[src/hdl/lces_pkg.sv]
// ----------------------------------------------------------------------------
// Lattice color exchange store: shared types and constants
// Transaction payloads, mode codes, sequencer states and fixed limits.
// ----------------------------------------------------------------------------
package lces_pkg;

	typedef enum logic [1:0] {
		MODE_LOAD      = 2'd0,
		MODE_PROPOSE   = 2'd1,
		MODE_COMMIT    = 2'd2,
		MODE_CORRELATE = 2'd3
	} mode_t;

	typedef enum logic [2:0] {
		ST_IDLE,
		ST_PROP_A,
		ST_PROP_B,
		ST_COMMIT_A,
		ST_COMMIT_B,
		ST_CORR,
		ST_DONE
	} state_t;

	typedef struct packed {
		mode_t      mode;
		logic [5:0] site_a;
		logic [1:0] slot_a;
		logic [5:0] site_b;
		logic [1:0] slot_b;
		logic [2:0] load_color;
	} item_t;

	typedef struct packed {
		logic [2:0] color_a;
		logic [2:0] color_b;
		logic       forbidden;
		logic       same_color;
		logic [4:0] match_count;
		logic       status;
	} result_t;

	localparam logic       STATUS_OK          = 1'b0;
	localparam logic       STATUS_NO_PENDING  = 1'b1;
	localparam logic [2:0] SLOTS_IN_USE_RESET = 3'd4;
	localparam logic [4:0] COUNT_MAX          = 5'd31;

endpackage

[src/hdl/lces_match.sv]
// ----------------------------------------------------------------------------
// Lattice color exchange store: row compare unit
// Compares one color against each active, unskipped slot of a row; counts hits.
// ----------------------------------------------------------------------------
module lces_match #(
	parameter int SLOTS = 4,
	parameter int CW    = 3,
	parameter int PW    = 2,
	parameter int MW    = 3
) (
	input  logic [CW-1:0]            color,
	input  logic [SLOTS-1:0][CW-1:0] row,
	input  logic [MW-1:0]            active,
	input  logic                     skip_en,
	input  logic [PW-1:0]            skip_slot,
	output logic [SLOTS-1:0]         hits,
	output logic [MW-1:0]            count
);

	always_comb begin
		for (int i = 0; i < SLOTS; i++) begin
			hits[i] = (row[i] == color) && (MW'(i) < active)
				&& !(skip_en && (PW'(i) == skip_slot));
		end
		count = MW'($countones(hits));
	end

endmodule

[src/hdl/lattice_color_exchange_store.sv]
// ----------------------------------------------------------------------------
// Lattice color exchange store
// Holds one color per (site, slot) and serves load, propose, commit and
// correlate transactions on that table.
// ----------------------------------------------------------------------------
// Items arrive on the item channel and each one yields exactly one result on
// the result channel; fields a mode does not produce are zero. The cfg channel
// writes the active slot count and is always ready. The table is a memory of
// one row per site, written one slot per cycle and read at two rows per cycle
// with registered data; a shared row compare unit does all row color checks.
// Load and a commit with nothing pending go to ST_DONE. A pending commit
// writes in ST_COMMIT_A/B, propose checks in ST_PROP_A/B, and correlate steps
// the compare unit once per active slot of the first site. The block takes one
// item at a time and is ready again when the result enters the output
// register, so a new item may be accepted while that result waits.
// When the receiver stalls, the finished result is held in the output register
// and a following result waits in its final step. Reset clears the sequencer,
// the pending proposal and the output valid, and sets the slot count to four;
// table contents are undefined until loaded.
// ----------------------------------------------------------------------------
module lattice_color_exchange_store #(
	parameter int SITES  = 64,
	parameter int SLOTS  = 4,
	parameter int COLORS = 8
) (
	input  logic             clk,
	input  logic             arst_n,
	input  logic             item_valid,
	output logic             item_ready,
	input  lces_pkg::item_t  item,
	output logic             result_valid,
	input  logic             result_ready,
	output lces_pkg::result_t result,
	input  logic             cfg_valid,
	output logic             cfg_ready,
	input  logic [2:0]       cfg_data
);

	import lces_pkg::*;

	localparam int SW = (SITES > 1) ? $clog2(SITES) : 1;
	localparam int PW = (SLOTS > 1) ? $clog2(SLOTS) : 1;
	localparam int CW = $clog2(COLORS);
	localparam int MW = $clog2(SLOTS + 1);

	typedef logic [SLOTS-1:0][CW-1:0] row_t;

	logic [SW-1:0] site_lut [64];
	logic [PW-1:0] slot_lut [4];

	for (genvar gi = 0; gi < 64; gi++) begin : g_site_lut
		assign site_lut[gi] = SW'(gi % SITES);
	end
	for (genvar gj = 0; gj < 4; gj++) begin : g_slot_lut
		assign slot_lut[gj] = PW'(gj % SLOTS);
	end

	state_t state_q, state_d;

	row_t          mem [SITES];
	row_t          rd_a_q, rd_b_q;
	logic [2:0]    cfg_q;
	logic [MW-1:0] active;

	mode_t         mode_q;
	logic [SW-1:0] site_a_q, site_b_q;
	logic [PW-1:0] slot_a_q, slot_b_q;
	logic [MW-1:0] p_q;
	logic [4:0]    cnt_q;
	logic          flag_q;
	logic          err_q;

	logic          pending_valid_q;
	logic [SW-1:0] pending_site_a_q, pending_site_b_q;
	logic [PW-1:0] pending_slot_a_q, pending_slot_b_q;
	logic [CW-1:0] pending_color_a_q, pending_color_b_q;

	logic          result_valid_q;
	result_t       result_q, result_d;

	logic          accept, out_free, load_out, corr_last;
	logic          wr_en;
	logic [SW-1:0] wr_site, rd_site_a, rd_site_b;
	logic [PW-1:0] wr_slot;
	logic [CW-1:0] wr_color, load_color_clamped;
	logic [CW-1:0] ca, cb;

	logic [CW-1:0]    cmp_color;
	row_t             cmp_row;
	logic             cmp_skip_en;
	logic [PW-1:0]    cmp_skip;
	logic [SLOTS-1:0] cmp_hits;
	logic [MW-1:0]    cmp_count;
	logic [5:0]       cnt_sum;

	lces_match #(
		.SLOTS(SLOTS),
		.CW   (CW),
		.PW   (PW),
		.MW   (MW)
	) u_match (
		.color    (cmp_color),
		.row      (cmp_row),
		.active   (active),
		.skip_en  (cmp_skip_en),
		.skip_slot(cmp_skip),
		.hits     (cmp_hits),
		.count    (cmp_count)
	);

	assign cfg_ready    = 1'b1;
	assign result_valid = result_valid_q;
	assign result       = result_q;

	always_comb begin
		if (cfg_q == 3'd0) begin
			active = MW'(1);
		end else if (int'(cfg_q) > SLOTS) begin
			active = MW'(SLOTS);
		end else begin
			active = MW'(cfg_q);
		end
	end

	always_comb begin
		if (int'(item.load_color) > COLORS - 1) begin
			load_color_clamped = CW'(COLORS - 1);
		end else begin
			load_color_clamped = CW'(item.load_color);
		end
	end

	assign ca        = rd_a_q[slot_a_q];
	assign cb        = rd_b_q[slot_b_q];
	assign accept    = item_valid && item_ready;
	assign out_free  = !result_valid_q || result_ready;
	assign corr_last = (p_q == active - MW'(1));
	assign cnt_sum   = 6'(cnt_q) + 6'(cmp_count);

	always_comb begin
		state_d = state_q;
		case (state_q)
			ST_IDLE: begin
				if (item_valid) begin
					case (item.mode)
						MODE_LOAD:    state_d = ST_DONE;
						MODE_PROPOSE: state_d = ST_PROP_A;
						MODE_COMMIT:  state_d = pending_valid_q ? ST_COMMIT_A : ST_DONE;
						default:      state_d = ST_CORR;
					endcase
				end
			end
			ST_PROP_A:   state_d = ST_PROP_B;
			ST_PROP_B:   state_d = ST_DONE;
			ST_COMMIT_A: state_d = ST_COMMIT_B;
			ST_COMMIT_B: state_d = ST_DONE;
			ST_CORR:     state_d = corr_last ? ST_DONE : ST_CORR;
			ST_DONE:     state_d = out_free ? ST_IDLE : ST_DONE;
			default:     state_d = ST_IDLE;
		endcase
	end

	always_comb begin
		item_ready  = 1'b0;
		load_out    = 1'b0;
		wr_en       = 1'b0;
		wr_site     = pending_site_a_q;
		wr_slot     = pending_slot_a_q;
		wr_color    = pending_color_b_q;
		rd_site_a   = site_a_q;
		rd_site_b   = site_b_q;
		cmp_color   = rd_a_q[p_q[PW-1:0]];
		cmp_row     = rd_b_q;
		cmp_skip_en = 1'b0;
		cmp_skip    = slot_b_q;
		case (state_q)
			ST_IDLE: begin
				item_ready = 1'b1;
				rd_site_a  = site_lut[item.site_a];
				rd_site_b  = site_lut[item.site_b];
				wr_en      = item_valid && (item.mode == MODE_LOAD);
				wr_site    = site_lut[item.site_a];
				wr_slot    = slot_lut[item.slot_a];
				wr_color   = load_color_clamped;
			end
			ST_PROP_A: begin
				cmp_color   = cb;
				cmp_row     = rd_a_q;
				cmp_skip_en = 1'b1;
				cmp_skip    = slot_a_q;
			end
			ST_PROP_B: begin
				cmp_color   = ca;
				cmp_row     = rd_b_q;
				cmp_skip_en = 1'b1;
				cmp_skip    = slot_b_q;
			end
			ST_COMMIT_A: begin
				wr_en = 1'b1;
			end
			ST_COMMIT_B: begin
				wr_en    = 1'b1;
				wr_site  = pending_site_b_q;
				wr_slot  = pending_slot_b_q;
				wr_color = pending_color_a_q;
			end
			ST_CORR: begin
			end
			ST_DONE: begin
				load_out = out_free;
			end
			default: begin
			end
		endcase
	end

	always_comb begin
		result_d = '0;
		case (mode_q)
			MODE_PROPOSE: begin
				result_d.color_a    = 3'(ca);
				result_d.color_b    = 3'(cb);
				result_d.forbidden  = flag_q;
				result_d.same_color = (ca == cb);
			end
			MODE_COMMIT: begin
				result_d.status = err_q ? STATUS_NO_PENDING : STATUS_OK;
			end
			MODE_CORRELATE: begin
				result_d.match_count = cnt_q;
			end
			default: begin
			end
		endcase
	end

	always_ff @(posedge clk) begin
		if (wr_en) begin
			mem[wr_site][wr_slot] <= wr_color;
		end
		rd_a_q <= mem[rd_site_a];
		rd_b_q <= mem[rd_site_b];
	end

	always_ff @(posedge clk) begin
		if (accept) begin
			mode_q   <= item.mode;
			site_a_q <= site_lut[item.site_a];
			slot_a_q <= slot_lut[item.slot_a];
			site_b_q <= site_lut[item.site_b];
			slot_b_q <= slot_lut[item.slot_b];
			p_q      <= '0;
			cnt_q    <= '0;
			flag_q   <= 1'b0;
			err_q    <= (item.mode == MODE_COMMIT) && !pending_valid_q;
		end
		if (state_q == ST_PROP_A) begin
			flag_q <= |cmp_hits;
		end
		if (state_q == ST_PROP_B) begin
			flag_q <= flag_q | (|cmp_hits);
		end
		if (state_q == ST_CORR) begin
			p_q   <= p_q + MW'(1);
			cnt_q <= (cnt_sum > 6'(COUNT_MAX)) ? COUNT_MAX : cnt_sum[4:0];
		end
		if (load_out) begin
			result_q <= result_d;
		end
	end

	always_ff @(posedge clk or negedge arst_n) begin
		if (!arst_n) begin
			state_q           <= ST_IDLE;
			result_valid_q    <= 1'b0;
			cfg_q             <= SLOTS_IN_USE_RESET;
			pending_valid_q   <= 1'b0;
			pending_site_a_q  <= '0;
			pending_slot_a_q  <= '0;
			pending_site_b_q  <= '0;
			pending_slot_b_q  <= '0;
			pending_color_a_q <= '0;
			pending_color_b_q <= '0;
		end else begin
			state_q <= state_d;
			if (load_out) begin
				result_valid_q <= 1'b1;
			end else if (result_ready) begin
				result_valid_q <= 1'b0;
			end
			if (cfg_valid) begin
				cfg_q <= cfg_data;
			end
			if (state_q == ST_PROP_A) begin
				pending_valid_q   <= 1'b1;
				pending_site_a_q  <= site_a_q;
				pending_slot_a_q  <= slot_a_q;
				pending_site_b_q  <= site_b_q;
				pending_slot_b_q  <= slot_b_q;
				pending_color_a_q <= ca;
				pending_color_b_q <= cb;
			end
			if (state_q == ST_COMMIT_B) begin
				pending_valid_q <= 1'b0;
			end
		end
	end

endmodule

[config.mk]
export PLATFORM = sky130hd
export DESIGN_NAME = lattice_color_exchange_store
export DESIGN_NICKNAME = d
export VERILOG_FILES = /design/src/hdl/lces_pkg.sv /design/src/hdl/lces_match.sv /design/src/hdl/lattice_color_exchange_store.sv
export SDC_FILE = /design/constraint.sdc
export NUM_CORES = 2
export LEC_CHECK = 0
export ABC_CLOCK_PERIOD_IN_PS = 14000
export BUFFER_PORTS_ARGS = -buffer_cell sky130_fd_sc_hd__buf_2
export CAP_MARGIN = 20
export CELL_PAD_IN_SITES_DETAIL_PLACEMENT = 2
export CELL_PAD_IN_SITES_GLOBAL_PLACEMENT = 2
export CORE_MARGIN = 3
export CORE_UTILIZATION = 46
export CTS_BUF_LIST = sky130_fd_sc_hd__clkbuf_8
export CTS_CLUSTER_DIAMETER = 120
export DETAILED_ROUTE_END_ITERATION = 6
export GPL_ROUTABILITY_DRIVEN = 0
export HOLD_SLACK_MARGIN = 0.02
export PLACE_DENSITY_LB_ADDON = 0.25
export SLEW_MARGIN = 25
export SYNTH_ARGS = -nofsm -noshare
export SYNTH_HDL_FRONTEND = slang
export SYNTH_SLANG_ARGS = --single-unit
[constraint.sdc]
create_clock -name clk -period 14 [get_ports clk]
set_input_delay 0.7 -clock clk [delete_from_list [all_inputs] [get_ports clk]]
set_output_delay 0.7 -clock clk [all_outputs]
set_load 0.005 [all_outputs]
==> impl_metrics.yaml <==
drt:
  num_vias: 33700
  routed_wl_mm: 183
  detail_route.iter0.violations: 4928
  via_per_inst: 7.02
  firstDrtPassIters: 6
  drc_errors: 0
  ant_nets: 0
  wl_per_cell_um: 38.2
yosys:
  netlist_instances: 3472
  synth_edf_count: 810
  netlist.area_leader.share_pct: 57.6
  synthTopCellsByArea: "edfxtp_1, mux4_2, nand2_1, nand3_1, nor2_1"
  syn_area_per_cell_um2: 12.2
  synth-main-ff-cell: "edfxtp_1"
  yosys_warnings: 0
  synth_seq_cells: 864
  async_flop_share_pct: 3.47
  syn_area_mm2: 0.0422
  syn_nets: 3514
  synth-seq-area-share_pct: 60.5
  yosysMostFrequentCell: "edfxtp_1"
  yosys.area.top_type: "edfxtp_1"
  synth_cell_type_count: 63
  synth_common_cells: "edfxtp_1, nand2_1, nor2_1"
placement:
  place_hpwl_mm: 121
  pre_cts_ws_ns: 8.45
  placed_area_mm2: 0.0437
  io_buffers: 44
die:
  core_area_mm2: 0.0906
  dieArea_mm2: 0.0955
  io_pins: 46
  start_util_pct: 46.6
  rows: 110
  chipHeight_um: 309
  die_w_um: 309
power:
  p_clk_share_pct: 21.0
  seqPwrFrac_pct: 34.9
  p_sw_share_pct: 44.6
  p_sw_uw: 4830
  cellPowerDensity_mw_per_mm2: 232
  power.total_uw: 10800
  ir_drop_mv: 0.242
  leakage_uw: 0.0156
  p_int_uw: 6000
  comb_power_share_pct: 44.1
timing:
  fin_ws_ns: 8.50
  rsz0062_at_grt: "false"
  post-route-min-period_ns: 5.50
  slew_violations: 0
  fmax_mhz: 182
  whs_ns: 0.0703
  worst_pin_slew_ns: 1.22
  finalHoldViolations: 0
  finalSetupTns_ns: 0
  finalSetupViolCount: 0
  fin_crit_sh_pct: 39.3
  clock_skew_ns: 0.0510
  max_slew_margin_pct: 18.7
setup_path:
  setup.worst_path.class: "reg -> reg"
  cp-end-kind: "flop"
  required_ns: 14.68
  cp-start-kind: "flop"
  cp_max_fo: 40
  critPathArrivalTime_ns: 6.18
cts:
  clk_pin_slew_ns: 0.06
  cts_inserted_buffers: 149
  clk_path_buf_depth: 3
  cts_tree: "done"
  cts_root_buf: "clkbuf_8"
  cts-resized-gates: 0
  h-tree-depth: 4
  cts_sinks: 864
  clk_latency_ns: 0.87
cells_and_area:
  drive_gt1_share_pct: 16.0
  area_growth_pct: 10.5
  nNetsFinal: 3537
  finalInstanceArea_mm2: 0.0467
grt:
  grt_max_degree: 225
  grt_pass1_vias: 35700
  grt_util_all_layers_pct: 38.1
  grt_antenna_before_repair: 18
  grt_overflow: 0
  grt_pass1_wl_mm: 262
job:
  cap_viol_max_count: 0
status:
  status: "complete, no violations"
hold_path:
  hold_path.class: "in -> reg"
[worst paths after layout]
| path | slack [ns] | cells past startpoint | startpoint | endpoint |
|---|---|---|---|---|
| hold / removal | 0.07 | 1 | item[10] | site_b_q[5] |
| max in group asynchronous | 12.99 | 2 | arst_n | pending_site_b_q[5] |
| setup / recovery | 8.50 | 9 | state_q[1] | rd_a_q[7] |
| hold reg to reg | 0.51 | 1 | pending_site_b_q[5] | pending_site_b_q[5] |
| setup reg to reg | 8.50 | 9 | state_q[1] | rd_a_q[7] |
| min in group asynchronous | 0.48 | 2 | arst_n | pending_slot_a_q[0] |
[cell type report]
type / count / area (um2)
multi-input cells: 2344 / 15800
flip-flops and latches: 864 / 25600
clock buffers: 159 / 2190
well taps: 1176 / 1470
fillers: 8618 / 43900
repair buffers: 122 / 953
clock inverters: 110 / 599
diodes: 7 / 17.5
inverters: 14 / 52.6
[power by group through the flow]
stage | sequential [uW] | combinational [uW] | clock, uW
after global placement | 3820 | 4250 | 0
after detailed placement | 3840 | 4490 | 0
after CTS | 3790 | 4550 | 2280
after global routing | 3790 | 4940 | 2390
after floorplan | 4000 | 2590 | 0
final | 3790 | 4770 | 2270
[state kept, by name, summed over array words and instances (netlist names), 2 cells and up]
register,cells
cfg_q,3
cnt_q,5
mem,768
mode_q,2
p_q,3
pending_color_a_q,3
pending_color_b_q,3
pending_site_a_q,6
pending_site_b_q,6
pending_slot_a_q,2
pending_slot_b_q,2
rd_a_q,12
rd_b_q,12
result,14
site_a_q,6
site_b_q,6
slot_a_q,2
slot_b_q,2
state_q,3
[per-stage QoR]
step	util (%)	cells
3_5_place_dp	48.2	4512
5_1_grt	51.5	4792
6_report	51.5	4796
2_1_floorplan	-	3472
4_1_cts	51.3	4784
3_3_place_gp	48.2	4511
[cell families after synthesis]
logic type	Yosys count	synth area share, %
simple gates	1614	16.7
flops	864	60.5
compound gates	387	6.50
mux	308	12.7
buf+inv	264	2.66
xor+xnor	21	0.435
fa+ha+maj	13	0.421
other cells	1	0.00888
[worst max-delay path: stages, from the launching register on]
cell and delay [ns]:
dfrtp_1 0.73, o31ai_1 0.71, and2_4 0.54, buf_16 0.29, buf_4 0.68, mux2i_1 0.29
a221oi_1 0.21, a22oi_1 0.70, nand4_1 0.36, or4_1 0.70
[placed cells by master (no fill, tap or decap), types with 12 or more instances in the layout]
master	synthesis	final
a211oi_1	32	32
a21oi_1	63	60
a221oi_1	17	17
a22oi_1	55	55
a31oi_1	68	64
a32oi_1	36	36
and3_1	50	50
and4_1	12	12
buf_2	48	44
buf_4	11	64
clkbuf_8	0	159
clkinv_1	0	35
clkinv_2	0	14
dfrtp_1	29	29
dfxtp_1	24	24
edfxtp_1	810	810
inv_1	13	61
mux2_2	43	43
mux2i_1	86	85
mux4_2	179	179
nand2_1	779	773
nand3_1	266	262
nand3b_1	12	12
nand4_1	87	87
nor2_1	322	316
nor3_1	18	13
o2111ai_1	42	42
o21ai_0	23	23
or4_1	12	12
[per-layer routing]
layer	vias up	global-route usage (%)	part of all wire (%)
met3	686	10.4	11
met2	2336	59.8	46
met4	12	23.1	7.0
met5	-	0	0.041
met1	17400	47.4	36
li1	13300	-	-
[timing repair]
action,in CTS,in global routing
hold buffers,3,0
hold endpoints to repair,31,0
buffers inserted,0,0
setup endpoints to repair,0,0
(Power assumes the default switching activity.)
